==> src/rtl/csrq_pkg.sv <==
package csrq_pkg;

    localparam int QueueDepthDef = 8;

    localparam logic [2:0] MODE_ENQ  = 3'd0;
    localparam logic [2:0] MODE_ANS  = 3'd1;
    localparam logic [2:0] MODE_HB   = 3'd2;
    localparam logic [2:0] MODE_TICK = 3'd3;
    localparam logic [2:0] MODE_NMT  = 3'd4;

    localparam logic [1:0] KIND_TX   = 2'd0;
    localparam logic [1:0] KIND_ANS  = 2'd1;
    localparam logic [1:0] KIND_STAT = 2'd2;

    localparam logic [2:0] EV_NONE    = 3'd0;
    localparam logic [2:0] EV_OK      = 3'd1;
    localparam logic [2:0] EV_UNEXP   = 3'd2;
    localparam logic [2:0] EV_BAD_HB  = 3'd3;
    localparam logic [2:0] EV_OVF     = 3'd4;
    localparam logic [2:0] EV_TIMEOUT = 3'd5;
    localparam logic [2:0] EV_ABORT   = 3'd6;

    localparam logic [1:0] REG_NODE_ID = 2'd0;
    localparam logic [1:0] REG_TIMEOUT = 2'd1;
    localparam logic [1:0] REG_RESEND  = 2'd2;
    localparam logic [1:0] REG_HB_OFF  = 2'd3;

    localparam logic [7:0] NMT_START = 8'h01;
    localparam logic [7:0] NMT_STOP  = 8'h02;
    localparam logic [7:0] NMT_PREOP = 8'h80;
    localparam logic [7:0] NMT_RST_N = 8'h81;
    localparam logic [7:0] NMT_RST_C = 8'h82;
    localparam logic [7:0] SDO_ABORT = 8'h80;

    localparam logic [1:0] NS_PREOP = 2'd0;
    localparam logic [1:0] NS_OPER  = 2'd1;
    localparam logic [1:0] NS_STOP  = 2'd2;

    typedef struct packed {
        logic        nmt;
        logic        ans;
        logic [7:0]  sub;
        logic [15:0] idx;
        logic [7:0]  cmd;
    } hdr_t;

    typedef struct packed {
        hdr_t        hdr;
        logic [31:0] pay;
    } entry_t;

    typedef enum logic [3:0] {
        ST_IDLE,
        ST_DECODE,
        ST_STOP_PUSH,
        ST_NEXT_POP,
        ST_RD,
        ST_RD_WAIT,
        ST_TX,
        ST_STATUS
    } state_t;

endpackage

==> src/rtl/csrq_mem.sv <==
module csrq_mem
    import csrq_pkg::*;
#(
    parameter int QUEUE_DEPTH = QueueDepthDef,
    localparam int AW = $clog2(QUEUE_DEPTH)
)
(
    input  logic          clk,
    input  logic          we,
    input  logic [AW-1:0] waddr,
    input  entry_t        wdata,
    input  logic [AW-1:0] raddr,
    output entry_t        rdata
);

    entry_t mem [QUEUE_DEPTH];

    always_ff @(posedge clk)
    begin
        if (we)
        begin
            mem[waddr] <= wdata;
        end
        rdata <= mem[raddr];
    end

endmodule

==> src/rtl/canopen_sdo_request_queue.sv <==
// Sequence: an accepted request is decoded and ends with a final status strobe; each
// message sent from the queue adds read, read wait and transmit; popping the front after
// an answer or timeout adds a pop step, and queueing an NMT stop adds a push step.
// Throughput: one item at a time; busy stays high until the final status, so no new request
// is taken before then; queue reads pass the memory output and front registers.
// Reset: asynchronous active-low; queue empty, counters, NMT state and error cleared.
module canopen_sdo_request_queue
    import csrq_pkg::*;
#(
    parameter int QUEUE_DEPTH = QueueDepthDef,
    localparam int AW = $clog2(QUEUE_DEPTH),
    localparam int CW = $clog2(QUEUE_DEPTH + 1)
)
(
    input  logic        clk,
    input  logic        rst_n,
    input  logic        cfg_we,
    input  logic [1:0]  cfg_index,
    input  logic [15:0] cfg_data,
    input  logic        start,
    output logic        busy,
    input  logic [2:0]  mode,
    input  logic [7:0]  cmd,
    input  logic [15:0] obj_index,
    input  logic [7:0]  obj_subindex,
    input  logic [31:0] payload,
    input  logic        needs_answer,
    input  logic [3:0]  frame_length,
    output logic        strobe,
    output logic [1:0]  kind,
    output logic        is_nmt,
    output logic [7:0]  out_cmd,
    output logic [15:0] out_index,
    output logic [7:0]  out_subindex,
    output logic [31:0] out_payload,
    output logic        last,
    output logic        device_error,
    output logic [1:0]  nmt_now,
    output logic [2:0]  event_res
);

    logic [6:0]  node_id_reg;
    logic [15:0] timeout_reg;
    logic [7:0]  resend_lim_reg;
    logic        hb_off_reg;

    state_t state_reg, state_next;
    logic [AW-1:0] head_reg, head_next;
    logic [CW-1:0] count_reg, count_next;
    logic [16:0] wait_reg, wait_next;
    logic [8:0]  resend_reg, resend_next;
    logic [1:0]  nmt_reg, nmt_next;
    logic        err_reg, err_next;
    logic [2:0]  ev_reg, ev_next;
    logic        pop_tx_reg, pop_tx_next;   // pop no-answer front after transmit
    logic        loop_reg, loop_next;       // keep walking after transmit

    logic [2:0]  mode_reg;
    logic [7:0]  cmd_reg;
    logic [15:0] idx_reg;
    logic [7:0]  sub_reg;
    logic [31:0] pay_reg;
    logic        ans_reg;
    logic [3:0]  flen_reg;

    logic          mem_we;
    logic [AW-1:0] mem_waddr;
    entry_t        mem_wdata;
    entry_t        mem_rdata;
    entry_t        front_reg;

    logic        o_strobe_next;
    logic [1:0]  o_kind_next;
    logic        o_nmt_next;
    logic [7:0]  o_cmd_next;
    logic [15:0] o_idx_next;
    logic [7:0]  o_sub_next;
    logic [31:0] o_pay_next;
    logic        o_last_next;

    csrq_mem #(.QUEUE_DEPTH(QUEUE_DEPTH)) u_mem
    (
        .clk   (clk),
        .we    (mem_we),
        .waddr (mem_waddr),
        .wdata (mem_wdata),
        .raddr (head_reg),
        .rdata (mem_rdata)
    );

    function automatic logic [AW-1:0] wrap_add(logic [AW-1:0] a, logic [CW-1:0] b);
        logic [CW:0] s;
        s = {{(CW+1-AW){1'b0}}, a} + {1'b0, b};
        if (s >= (CW+1)'(QUEUE_DEPTH))
        begin
            s = s - (CW+1)'(QUEUE_DEPTH);
        end
        return s[AW-1:0];
    endfunction

    logic full;
    logic front_match;
    hdr_t nmt_hdr_in;
    hdr_t stop_hdr;
    hdr_t enq_hdr;

    assign full        = (count_reg == CW'(QUEUE_DEPTH));
    assign front_match = (count_reg != '0) && (front_reg.hdr.idx == idx_reg)
                         && (front_reg.hdr.sub == sub_reg);
    assign nmt_hdr_in  = '{nmt: 1'b1, ans: 1'b0, sub: 8'd0,
                           idx: {9'd0, node_id_reg}, cmd: cmd_reg};
    assign stop_hdr    = '{nmt: 1'b1, ans: 1'b0, sub: 8'd0,
                           idx: {9'd0, node_id_reg}, cmd: NMT_STOP};
    assign enq_hdr     = '{nmt: 1'b0, ans: ans_reg, sub: sub_reg,
                           idx: idx_reg, cmd: cmd_reg};

    always_ff @(posedge clk or negedge rst_n)
    begin
        if (!rst_n)
        begin
            node_id_reg    <= 7'd1;
            timeout_reg    <= '0;
            resend_lim_reg <= '0;
            hb_off_reg     <= 1'b1;
        end
        else if (cfg_we)
        begin
            unique case (cfg_index)
                REG_NODE_ID: node_id_reg    <= cfg_data[6:0];
                REG_TIMEOUT: timeout_reg    <= cfg_data;
                REG_RESEND:  resend_lim_reg <= cfg_data[7:0];
                REG_HB_OFF:  hb_off_reg     <= cfg_data[0];
                default: ;
            endcase
        end
    end

    always_ff @(posedge clk)
    begin
        if (start && !busy)
        begin
            mode_reg <= mode;
            cmd_reg  <= cmd;
            idx_reg  <= obj_index;
            sub_reg  <= obj_subindex;
            pay_reg  <= payload;
            ans_reg  <= needs_answer;
            flen_reg <= frame_length;
        end
        front_reg    <= mem_rdata;
    end

    always_ff @(posedge clk or negedge rst_n)
    begin
        if (!rst_n)
        begin
            state_reg  <= ST_IDLE;
            head_reg   <= '0;
            count_reg  <= '0;
            wait_reg   <= '0;
            resend_reg <= '0;
            nmt_reg    <= NS_PREOP;
            err_reg    <= 1'b0;
            ev_reg     <= EV_NONE;
            pop_tx_reg <= 1'b0;
            loop_reg   <= 1'b0;
            strobe     <= 1'b0;
        end
        else
        begin
            state_reg  <= state_next;
            head_reg   <= head_next;
            count_reg  <= count_next;
            wait_reg   <= wait_next;
            resend_reg <= resend_next;
            nmt_reg    <= nmt_next;
            err_reg    <= err_next;
            ev_reg     <= ev_next;
            pop_tx_reg <= pop_tx_next;
            loop_reg   <= loop_next;
            strobe     <= o_strobe_next;
        end
    end

    always_ff @(posedge clk)
    begin
        kind         <= o_kind_next;
        is_nmt       <= o_nmt_next;
        out_cmd      <= o_cmd_next;
        out_index    <= o_idx_next;
        out_subindex <= o_sub_next;
        out_payload  <= o_pay_next;
        last         <= o_last_next;
        device_error <= o_last_next & err_next;
        nmt_now      <= o_last_next ? nmt_next : NS_PREOP;
        event_res    <= o_last_next ? ev_next : EV_NONE;
    end

    assign busy = (state_reg != ST_IDLE);

    // push helper outcome: when queue was empty, a transmit walk follows
    always_comb
    begin
        state_next  = state_reg;
        head_next   = head_reg;
        count_next  = count_reg;
        wait_next   = wait_reg;
        resend_next = resend_reg;
        nmt_next    = nmt_reg;
        err_next    = err_reg;
        ev_next     = ev_reg;
        pop_tx_next = pop_tx_reg;
        loop_next   = loop_reg;
        mem_we      = 1'b0;
        mem_waddr   = wrap_add(head_reg, count_reg);
        mem_wdata   = '{hdr: enq_hdr, pay: pay_reg};

        unique case (state_reg)
            ST_IDLE:
            begin
                if (start)
                begin
                    state_next = ST_DECODE;
                    ev_next    = EV_NONE;
                end
            end
            ST_DECODE:
            begin
                state_next = ST_STATUS;
                priority case (mode_reg)
                    MODE_ENQ:
                    begin
                        if (full)
                        begin
                            ev_next = EV_OVF;
                        end
                        else
                        begin
                            ev_next    = EV_OK;
                            mem_we     = 1'b1;
                            count_next = count_reg + 1'b1;
                            if (count_reg == '0)
                            begin
                                wait_next   = '0;
                                resend_next = '0;
                                pop_tx_next = 1'b1;
                                loop_next   = 1'b0;
                                state_next  = ST_RD;
                            end
                        end
                    end
                    MODE_ANS:
                    begin
                        if (front_match)
                        begin
                            ev_next    = EV_OK;
                            state_next = ST_NEXT_POP;
                            if (cmd_reg == SDO_ABORT)
                            begin
                                ev_next    = EV_ABORT;
                                err_next   = 1'b1;
                                state_next = ST_STOP_PUSH;
                            end
                        end
                        else
                        begin
                            ev_next = EV_UNEXP;
                        end
                    end
                    MODE_HB:
                    begin
                        ev_next = EV_BAD_HB;
                        if (flen_reg == 4'd1)
                        begin
                            if (cmd_reg == 8'h00 || cmd_reg == 8'h7F)
                            begin
                                nmt_next = NS_PREOP;
                                ev_next  = EV_OK;
                            end
                            else if (cmd_reg == 8'h04)
                            begin
                                nmt_next = NS_STOP;
                                ev_next  = EV_OK;
                            end
                            else if (cmd_reg == 8'h05)
                            begin
                                nmt_next = NS_OPER;
                                ev_next  = EV_OK;
                            end
                        end
                    end
                    MODE_TICK:
                    begin
                        if (timeout_reg != '0 && count_reg != '0)
                        begin
                            if (wait_reg != 17'h1FFFF)
                            begin
                                wait_next = wait_reg + 1'b1;
                            end
                            if (wait_reg > {1'b0, timeout_reg})
                            begin
                                if (resend_reg > {1'b0, resend_lim_reg})
                                begin
                                    ev_next = EV_TIMEOUT;
                                    if (!err_reg)
                                    begin
                                        err_next   = 1'b1;
                                        state_next = ST_STOP_PUSH;
                                    end
                                    else
                                    begin
                                        state_next = ST_NEXT_POP;
                                    end
                                end
                                else
                                begin
                                    if (resend_reg != 9'h1FF)
                                    begin
                                        resend_next = resend_reg + 1'b1;
                                    end
                                    ev_next     = EV_OK;
                                    pop_tx_next = 1'b0;
                                    loop_next   = 1'b0;
                                    state_next  = ST_RD;
                                end
                            end
                        end
                    end
                    MODE_NMT:
                    begin
                        if (cmd_reg == NMT_PREOP || cmd_reg == NMT_START
                            || cmd_reg == NMT_STOP)
                        begin
                            mem_wdata = '{hdr: nmt_hdr_in, pay: 32'd0};
                            if (hb_off_reg)
                            begin
                                nmt_next = (cmd_reg == NMT_PREOP) ? NS_PREOP :
                                           (cmd_reg == NMT_START) ? NS_OPER : NS_STOP;
                            end
                            if (full)
                            begin
                                ev_next = EV_OVF;
                            end
                            else
                            begin
                                ev_next    = EV_OK;
                                mem_we     = 1'b1;
                                count_next = count_reg + 1'b1;
                                if (count_reg == '0)
                                begin
                                    wait_next   = '0;
                                    resend_next = '0;
                                    pop_tx_next = 1'b1;
                                    loop_next   = 1'b0;
                                    state_next  = ST_RD;
                                end
                            end
                        end
                        else if (cmd_reg == NMT_RST_N || cmd_reg == NMT_RST_C)
                        begin
                            mem_wdata   = '{hdr: nmt_hdr_in, pay: 32'd0};
                            mem_waddr   = '0;
                            mem_we      = 1'b1;
                            head_next   = '0;
                            count_next  = CW'(1);
                            wait_next   = '0;
                            resend_next = '0;
                            err_next    = 1'b0;
                            ev_next     = EV_OK;
                            pop_tx_next = 1'b1;
                            loop_next   = 1'b0;
                            state_next  = ST_RD;
                        end
                    end
                    default: ;
                endcase
            end
            ST_STOP_PUSH:
            begin
                // outstanding request is at head, so the queue is not empty here
                mem_wdata  = '{hdr: stop_hdr, pay: 32'd0};
                if (hb_off_reg)
                begin
                    nmt_next = NS_STOP;
                end
                if (!full)
                begin
                    mem_we     = 1'b1;
                    count_next = count_reg + 1'b1;
                end
                state_next = ST_NEXT_POP;
            end
            ST_NEXT_POP:
            begin
                wait_next   = '0;
                resend_next = '0;
                if (count_reg != '0)
                begin
                    head_next  = wrap_add(head_reg, CW'(1));
                    count_next = count_reg - 1'b1;
                end
                pop_tx_next = 1'b1;
                loop_next   = 1'b1;
                state_next  = (count_reg > CW'(1)) ? ST_RD : ST_STATUS;
            end
            ST_RD:
            begin
                state_next = ST_RD_WAIT;
            end
            ST_RD_WAIT:
            begin
                state_next = ST_TX;
            end
            ST_TX:
            begin
                state_next = ST_STATUS;
                if (pop_tx_reg && !front_reg.hdr.ans)
                begin
                    head_next  = wrap_add(head_reg, CW'(1));
                    count_next = count_reg - 1'b1;
                    if (loop_reg && count_reg > CW'(1))
                    begin
                        state_next = ST_RD;
                    end
                end
            end
            ST_STATUS:
            begin
                state_next = ST_IDLE;
            end
            default: state_next = ST_IDLE;
        endcase
    end

    always_comb
    begin
        o_strobe_next = 1'b0;
        o_kind_next   = KIND_TX;
        o_nmt_next    = 1'b0;
        o_cmd_next    = '0;
        o_idx_next    = '0;
        o_sub_next    = '0;
        o_pay_next    = '0;
        o_last_next   = 1'b0;
        unique case (state_reg)
            ST_DECODE:
            begin
                if (mode_reg == MODE_ANS && front_match
                    && (cmd_reg == 8'h42 || cmd_reg == 8'h43
                        || cmd_reg == 8'h4B || cmd_reg == 8'h4F))
                begin
                    o_strobe_next = 1'b1;
                    o_kind_next   = KIND_ANS;
                    o_cmd_next    = cmd_reg;
                    o_idx_next    = idx_reg;
                    o_sub_next    = sub_reg;
                    o_pay_next    = pay_reg;
                end
            end
            ST_TX:
            begin
                o_strobe_next = 1'b1;
                o_nmt_next    = front_reg.hdr.nmt;
                o_cmd_next    = front_reg.hdr.cmd;
                o_idx_next    = front_reg.hdr.idx;
                o_sub_next    = front_reg.hdr.sub;
                o_pay_next    = front_reg.pay;
            end
            ST_STATUS:
            begin
                o_strobe_next = 1'b1;
                o_kind_next   = KIND_STAT;
                o_last_next   = 1'b1;
            end
            default: ;
        endcase
    end

`ifndef SYNTH
    a_count_range: assert property (@(posedge clk) disable iff (!rst_n)
        count_reg <= CW'(QUEUE_DEPTH))
        else $error("queue count beyond depth");
    a_last_strobe: assert property (@(posedge clk) disable iff (!rst_n)
        last |-> strobe)
        else $error("final status without strobe");
    a_status_idle: assert property (@(posedge clk) disable iff (!rst_n)
        (state_reg == ST_STATUS) |=> (state_reg == ST_IDLE) && strobe && last)
        else $error("status not delivered");
`endif

endmodule
==> config.mk <==
export PLATFORM = sky130hd
export DESIGN_NAME = canopen_sdo_request_queue
export DESIGN_NICKNAME = d
export VERILOG_FILES = /design/src/rtl/csrq_pkg.sv /design/src/rtl/csrq_mem.sv /design/src/rtl/canopen_sdo_request_queue.sv
export SDC_FILE = /design/constraint.sdc
export NUM_CORES = 1
export LEC_CHECK = 0
export ABC_CLOCK_PERIOD_IN_PS = 10900
export BUFFER_PORTS_ARGS = -buffer_cell sky130_fd_sc_hd__buf_2
export CAP_MARGIN = 20
export CORE_MARGIN = 5
export CORE_UTILIZATION = 60
export DETAILED_ROUTE_END_ITERATION = 12
export HOLD_SLACK_MARGIN = 0.06
export PLACE_DENSITY = 0.78
export SETUP_SLACK_MARGIN = 0.1
export SLEW_MARGIN = 20
export SYNTH_ARGS = -nofsm -noshare
export SYNTH_HDL_FRONTEND = slang
export SYNTH_SLANG_ARGS = --single-unit
==> constraint.sdc <==
create_clock -name clk -period 10.9 [get_ports clk]
set_input_delay 2.18 -clock clk [delete_from_list [all_inputs] [get_ports clk]]
set_output_delay 2.18 -clock clk [all_outputs]
set_load 0.03 [all_outputs]
After elaboration in Yosys (flattened, before gate mapping). Memory sizes are Yosys's and may differ from the RTL's. A register that Yosys moved wholly into a read port is not among the register bits. Index checks and enable logic that the tools add are counted. Widths: inputs -> output; s select.

Register bits after elaboration: 290. Memory bits (writable): 528. Input port bits: 94. Output and inout bits: 76. Memories kept: 1. Logic and storage cells: 264.

Memory list: u_mem.mem (words 8, width 66, rd ports 1, clocked after memory_dff 1, wr ports 1, line csrq_mem.sv:16) `entry_t mem [QUEUE_DEPTH];`.

Mux-type cells: 127. Order comparisons: 5. $add $sub $neg: 8. Bitwise logic cells: 1. Eq/ne operators: 46. Reductions and logical operators: 38.

Operators with widths (number): $mux 66 (3); $pmux 66 s2 (1); $mux 17 (6); $mux 9 (8); $pmux 32 s2 (1); $mux 3 (21); $pmux 17 s3 (1); $eq 8x7->1 const B (5); $mux 4 (10); $mux 2 (19); $pmux 17 s2 (1); $mux 32 (1); $pmux 16 s2 (1); $pmux 4 s4 (2); $pmux 8 s2 (2); $mux 1 (29); $pmux 4 s7 (1); $pmux 9 s3 (1); $eq 8x8->1 const B (3); $pmux 9 s2 (1); $add 17x1->17 const B (1); $gt 17x16->1 (1); $ne 17x17->1 const B (1); $eq 16x16->1 (1); other kinds (56) (104).

Logic depth before layout (Yosys ltp). Gate-level depths: netlist of the first run.

Depth in word-level cells: 8. Depth in mapped cells: 11. Gate-level depth less buffers: 10.

Cells and area by module. A second synthesis of the first run with hierarchy kept.

Cell total of the unflattened synthesis: 1865. Area total of the unflattened synthesis: 33106.8 µm².

By module, submodules not included: csrq_mem (cells an instance 842, area each 21174.1 µm², instances 1, seq. area each 17176.5 µm²); canopen_sdo_request_queue (cells an instance 1023, area each 11932.7 µm², instances 1, seq. area each 6894.1 µm²).

Worst setup path before layout of the first run. OpenSTA, ideal clock, no wires.

Kind: reg2reg. Start: register cmd_reg[3]. End: memory u_mem.mem[4][0] (netlist bit), enable pin. Data required time: 10224 ps. Data arrival time: 8613 ps. Setup time: 676 ps. Path buffers: 0. Path slack: 1611 ps. Stages on the path, launching flop included: 7. Period minus slack after synthesis: 9289 ps. Path through: edfxtp_1 > or4_4 > a2111oi_4 > o22ai_1 > a21o_1 > nand2_2 > nor4b_1.

Word-level cells in the longest chain between the ends: 8. Elaborated cells on any way between the ends: 18. Classes of those cells: eq/ne (5); mux (10); reduce/logical (3).

Ends and longest elaborated chain: from (decl) (line canopen_sdo_request_queue.sv:59) `logic [7:0] cmd_reg;`; from (signal assigned) (line canopen_sdo_request_queue.sv:143) `cmd_reg <= cmd;`; $eq 8x8->1, or another cell as far along (line canopen_sdo_request_queue.sv:359) `else if (cmd_reg == NMT_RST_N || cmd_reg == NMT_RST_C)`; $logic_or 1x1->1, on equally long branches (line canopen_sdo_request_queue.sv:359, canopen_sdo_request_queue.sv:331); $mux 1 or $logic_or 1x1->1 (tied branches) (line canopen_sdo_request_queue.sv:359, canopen_sdo_request_queue.sv:332); $mux 1 (line canopen_sdo_request_queue.sv:331) `if (cmd_reg == NMT_PREOP || cmd_reg == NMT_START`; $pmux 1 s2 (line canopen_sdo_request_queue.sv:230) `priority case (mode_reg)`; $pmux 1 s2 (line canopen_sdo_request_queue.sv:218) `unique case (state_reg)`; $mux 1 (line csrq_mem.sv:20) `if (we)`; $mux 1 (implied by the code) (line csrq_mem.sv:22) `mem[waddr] <= wdata;`; to (decl) (line csrq_mem.sv:16).

Parallel ways exist; a longest one is shown, timed or not.

Worst setup path in the final report of the first run.
Start: register head_reg[0]. End: memory u_mem.mem[4][25] (netlist bit), enable pin.

Word-level cells in the longest chain between the ends: 7. Elaborated cells on any way between the ends: 8. Classes of those cells: add/sub (2); order compare (1); mux (5).

Ends and longest elaborated chain: from (decl) (line canopen_sdo_request_queue.sv:48) `logic [AW-1:0] head_reg, head_next;`; from (signal assigned) (line canopen_sdo_request_queue.sv:172) `head_reg <= head_next;`; $add 3x4->5 * (line canopen_sdo_request_queue.sv:93) `s = {{(CW+1-AW){1'b0}}, a} + {1'b0, b};`; $ge 5x4->1 or $sub 3x1->3 (tied branches) (line canopen_sdo_request_queue.sv:94, canopen_sdo_request_queue.sv:96); $mux 3 * (line canopen_sdo_request_queue.sv:94) `if (s >= (CW+1)'(QUEUE_DEPTH))`; $mux 3 (line canopen_sdo_request_queue.sv:359); $mux 3 (line canopen_sdo_request_queue.sv:331); $mux 3 (line canopen_sdo_request_queue.sv:230); $mux 3 * (line canopen_sdo_request_queue.sv:218).

Mark *: on every way between the ends. The rest lies on a longest branch, timed or not.

==> qor.csv, run 1 <==
metric;value;unit
synth_area;32800;µm²
cp_max_fo;50;
synthCells;1846;
synthAdderAreaFrac;1.32;%
multi_input_area;8370;µm²
synthXorXnorAreaFrac;0.801;%
synth_flop_cell;edfxtp_1;
nets;2172;
dp_cells;2653;
clk_path_buf_depth;3;
synth_top_family_by_area;multiplexers;
hold_buffers;0;
period_needed;4.26;ns
fmax;235;MHz
first_global_vias;18100;
cts_setup_buffers;0;
via_per_inst;6.15;
maxCapViolations;0;
ys_warn_count;0;
drv_slew;0;
status;finished, final reports clean;
wl_per_cell;24.5;µm
die_w;244;µm
synthMuxAreaShare;12.7;%
p_per_area;257;nW/µm²
r2r_end;u_mem.mem[4][25];
syn_nets;1974;
synthArstFlopShare;8.72;%
port_buffers;169;
drive_gt1_share;28.1;%
utilization;69.1;%
drt-pass1-iter-count;7;
irDropWorstVdd;0.237;mV
hold_violations;0;
io_pins;170;
min_to;front_reg[65];
fp-row-count;85;
h-tree-depth;3;
drt-initial-drc-count;1454;
pre_cts_slack;6.60;ns
arrival;4.52;ns
clock_latency;0.63;ns
clock_skew;0.0239;ns
clock-root-buffer;clkbuf_16;
finalPower;9.61;mW
drt_wl_total;69.0;mm
clk_pin_slew;0.06;ns
antenna_found_initial;0;
grt_pass1_wl;107;mm
largest_reg_flops;528;
required;11.16;ns
hold_depth;0;
seq_area_frac_synth;73.3;%
antenna_left;0;
ys_ff_latch;883;
clock_sinks;883;
initial_core_util;60.7;%
rsz0062_at_grt;false;
endpoint_kind;flop;
critical_path_class;reg -> reg;
cts_resized;0;
core-area;54000;µm²
regToRegSetupSlack;6.64;ns
place.gp.congestion;0.860;
syn_avg_cell_area;17.8;µm²
layout_setup_ws;6.64;ns
die_height;244;µm
grt_max_degree;78;
overflow;0;
synth-simple-area-share;5.26;%
cts_buffers;85;
vias;17300;
timing.rr.start;head_reg[0];
cts_tree;yes;
grt_usage;23.3;%
slew_headroom;28.4;%
layout.cells.non_filler;2814;
dp_hpwl;39.2;mm
hp-start;u_mem.rdata[65];
synth_edf_count;600;
start_kind;flop;
period_share;39.1;%
setup-tns-final;0;ns
syn2layout_area_growth;13.8;%
leakage;13.3;nW
seq_area;24100;µm²
drc;0;
fill_cells;3352;
synth_compound_area_share;5.15;%
die-area;59500;µm²
hold_class;reg -> reg;
ys_types;80;
r2r_cells;7;
finalSetupViolCount;0;
worstMarginPinSlew;1.07;ns
## critical path: stages, from the launching register on
cell	delay, ns
dfrtp_4	0.82
ha_1	0.39
fa_1	0.38
xnor2_1	0.50
o21ai_0	0.36
nor4b_2	0.30
buf_4	0.34
buf_4	0.75
## worst max-delay path by stage
stage,start,end,slack [ns],cells past startpoint
6_report,head_reg[0],u_mem.mem[4][25],6.64,7
5_1_grt,head_reg[0],u_mem.mem[4][11],6.37,7
4_1_cts,head_reg[0],u_mem.mem[4][15],6.59,7
3_5_place_dp,head_reg[0],u_mem.mem[4][21],6.60,7
3_3_place_gp,head_reg[0],u_mem.mem[4][20],6.72,7
2_1_floorplan,cmd_reg[3],u_mem.mem[4][0],1.61,6
## power by group
group	internal [mW]	switching [mW]	total [mW]	leakage (nW)
Clock	1.72	1.23	2.95	1.39
Combinational	0.921	1.15	2.07	3.84
Sequential	4.24	0.358	4.60	8.09
Total	6.88	2.73	9.61	13.3
## cell usage in the layout, fill, tap and decap left out, types with 28 or more instances in the layout
cell type	synthesis	routed
ha_1	33	33
mux4_2	132	132
dfrtp_1	75	72
a21oi_1	31	30
dfxtp_1	206	206
buf_2	20	168
nor2_1	38	34
a22o_1	59	59
nand3_1	35	35
xor2_1	28	28
inv_1	38	38
mux2_2	105	105
nand2_1	70	70
edfxtp_1	600	600
and2_1	65	65
clkbuf_16	0	89
o21ai_0	49	49
## routing by layer
| metal | vias up | routed length, µm | track usage, % |
|---|---|---|---|
| met4 | 0 | 1810 | 6.80 |
| li1 | 7623 | - | - |
| met5 | - | 0 | 0 |
| met1 | 8935 | 28100 | 31.3 |
| met3 | 121 | 3950 | 4.47 |
| met2 | 623 | 35200 | 39.5 |
## through the flow
stage / hold WS, ns / instance area, µm²
3_5_place_dp: 0.312 / 34500
5_1_grt: 0.332 / 37300
6_report: 0.323 / 37300
3_3_place_gp: 0.310 / 34500
4_1_cts: 0.319 / 37300
2_1_floorplan: 0.310 / 32800
## synth_stat cells (3+ instances only)
cell type    n  area share [%]
a21oi_1     31            0.47
o31ai_1     12            0.27
or4_1        4           0.092
nand3b_1     3           0.069
dfrtp_1     75             5.7
buf_2       20            0.31
o211a_1      3           0.092
edfxtp_1   600              55
o21ai_0     49            0.75
a22o_1      59             1.6
o21a_1       3           0.069
o211ai_1     7            0.16
ha_1        33             1.3
a221o_1      3           0.092
nor2_1      38            0.43
nand2_1     70            0.80
clkbuf_1    51            0.58
nor3b_1      5            0.11
nor3_1      20            0.31
buf_1        7           0.080
a21o_1      11            0.25
o22ai_1      5           0.095
o221ai_1     4            0.11
nor4_1      16            0.31
dfxtp_1    206              13
mux4_2     132             9.1
nand2b_1     6            0.11
or3_1        6            0.11
inv_1       38            0.43
and3_1       5           0.095
nand4_1     13            0.25
xor2_1      28            0.75
a41oi_1      3           0.080
and2_1      65             1.2
mux2_2     105             3.6
a31oi_1      6            0.11
nand3_1     35            0.53
o41ai_1      5            0.13
nor2b_1     13            0.25
## cells by family (layout without fill, tap and decap cells)
kind of cell    after synthesis  count (layout)
fa+ha+maj                    34              34
simple gates                318             318
flops                       883             883
xor+xnor                     30              30
mux                         237             237
compound gates              226             226
buf+inv                     118             389
other cells                   0               1
## cell type report
cell class              count  area share (%)
well taps                 696            2.33
multi-input cells         845            22.4
repair buffers            191            2.73
flip-flops and latches    883            64.5
clock buffers             124            6.56
clock inverters            36            1.08
inverters                  38           0.382
diodes                      1         0.00670
Power figures use the tool's default switching activity.
==> run 2: changes to the inputs <==
ABC_CLOCK_PERIOD_IN_PS = 3700   (was 10900)
CORE_UTILIZATION = 55   (was 60)
PLACE_DENSITY = 0.76   (was 0.78)
clock period = 3.7 ns   (was 10.9 ns; I/O delays follow)
==> run 2 against run 1 <==
Effect of this change: fmax increased by 32%; count of clock-buffer cells in the layout fell by 10; critical path depth unchanged; clock skew rose by 0.0034 ns; worst hold slack lost 0.11 ns; critical endpoint is now out_subindex[7]; register-to-register slack got worse by 6.2 ns; non-clock buffer count grew 17; first-iteration DRC count is 1.2% higher; sequential share of layout area fell by 0.78 points; global-route usage shrank 1.7 points; core utilization decreased by 5.1 points.
==> qor.csv, run 2 (same netlist as run 1, synthesis figures left out) <==
metric;value;unit
hold_buffers;0;
status;finished, final reports clean;
hold_class;in -> async;
comb_power_share;22.9;%
cts_resized;0;
die_w;254;µm
antenna_found_initial;1;
vias;17400;
core-area;59000;µm²
antenna_cells;0;
nets;2190;
p_per_area;756;nW/µm²
first_global_vias;18100;
drv_slew;0;
layout_common_cells;edfxtp_1 (600), dfxtp_1 (206), buf_2 (169);
endpoint_kind;flop;
required;4.26;ns
place.gp.congestion;0.847;
finalPower;28.6;mW
h-tree-depth;3;
cts_setup_buffers;0;
syn2layout_area_growth;15.2;%
seq_area;24100;µm²
io_pins;170;
cts_buffers;86;
drive_gt1_share;28.8;%
p_sw;8.08;mW
period_share;87.4;%
clock_latency;0.63;ns
initial_core_util;55.6;%
mostFrequentLayoutCell;edfxtp_1;
die_height;254;µm
multi_input_area;8400;µm²
drt-pass1-iter-count;5;
period_needed;3.23;ns
overflow;0;
swShare;28.3;%
port_buffers;169;
drc;0;
finalSetupViolCount;0;
regToRegSetupSlack;0.47;ns
arrival;3.79;ns
grt_max_degree;135;
fill_cells;3929;
start_kind;flop;
grt_usage;21.6;%
worstMarginPinSlew;0.868;ns
pwr-share-clk;30.8;%
dp_hpwl;39.9;mm
largest_reg_flops;528;
via_per_inst;5.98;
slew_headroom;42.1;%
grt_pass1_wl;107;mm
leakage;13.5;nW
critical_path_class;reg -> reg;
seq_power_share;46.3;%
clock_sinks;883;
cp_max_fo;44;
hold_violations;0;
irDropWorstVdd;0.584;mV
clock_skew;0.0273;ns
rsz0062_at_grt;false;
clk_pin_slew;0.06;ns
fp-row-count;89;
die-area;64700;µm²
fmax;309;MHz
clock-root-buffer;clkbuf_16;
intPower;20.5;mW
cts_tree;yes;
drt_wl_total;69.4;mm
wl_per_cell;23.9;µm
clk_path_buf_depth;3;
antenna_left;0;
setup-tns-final;0;ns
maxCapViolations;0;
drt-initial-drc-count;1471;
-- run 2: power by group through the flow --
stage                     Clock [mW]  Sequential, mW  Combinational, mW
after global routing            9.41            13.4               7.08
after CTS                       8.97            13.2               6.62
final                           8.80            13.2               6.55
after floorplan                    0            13.6               4.38
after detailed placement           0            13.4               6.54
after global placement             0            13.4               6.44
-- run 2: final timing paths --
kind,startpoint,to,depth (start not counted)
setup / recovery,sub_reg[2],out_subindex[7],7
hold / removal,rst_n,state_reg[0],1
setup reg to reg,sub_reg[2],out_subindex[7],7
hold reg to reg,u_mem.rdata[58],front_reg[58],0
max in group asynchronous,rst_n,node_id_reg[0],2
min in group clk,payload[13],pay_reg[13],1
-- run 2: metrics by stage --
stage / worst slack [ns] / instance area [µm²] / std cells / util, % / hold slack (ns)
floorplan: -0.555 / 32900 / 1846 / - / 0.310
global placement: 0.462 / 34900 / 2746 / 59.1 / 0.310
detailed placement: 0.408 / 34900 / 2746 / 59.1 / 0.313
CTS: 0.375 / 37800 / 2908 / 64.0 / 0.195
global route: 0.249 / 37800 / 2909 / 64.0 / 0.255
finish: 0.466 / 37800 / 2909 / 64.0 / 0.210
-- run 2: layout make-up --
cell class              instances  share of cell area, %
inverters                      38                  0.377
flip-flops and latches        883                   63.7
well taps                     773                   2.56
repair buffers                208                   3.46
clock inverters                48                   1.22
clock buffers                 114                   6.44
multi-input cells             845                   22.2
-- run 2: layer usage --
metal | wire length [µm] | track usage (%) | vias to the layer above
met2 | 34300 | 35.5 | 644
met3 | 4640 | 3.85 | 103
met5 | 0 | 0 | -
met4 | 1600 | 6.04 | 0
met1 | 28900 | 30.3 | 8948
li1 | - | - | 7695
-- run 2: critical path: stages (launching register included) --
cell and delay, ns:
edfxtp_1 0.48, xor2_1 0.20, nor4_1 0.62, nand4_1 0.40
or3_1 0.53, nor2_4 0.12, buf_4 0.54, a22o_1 0.25
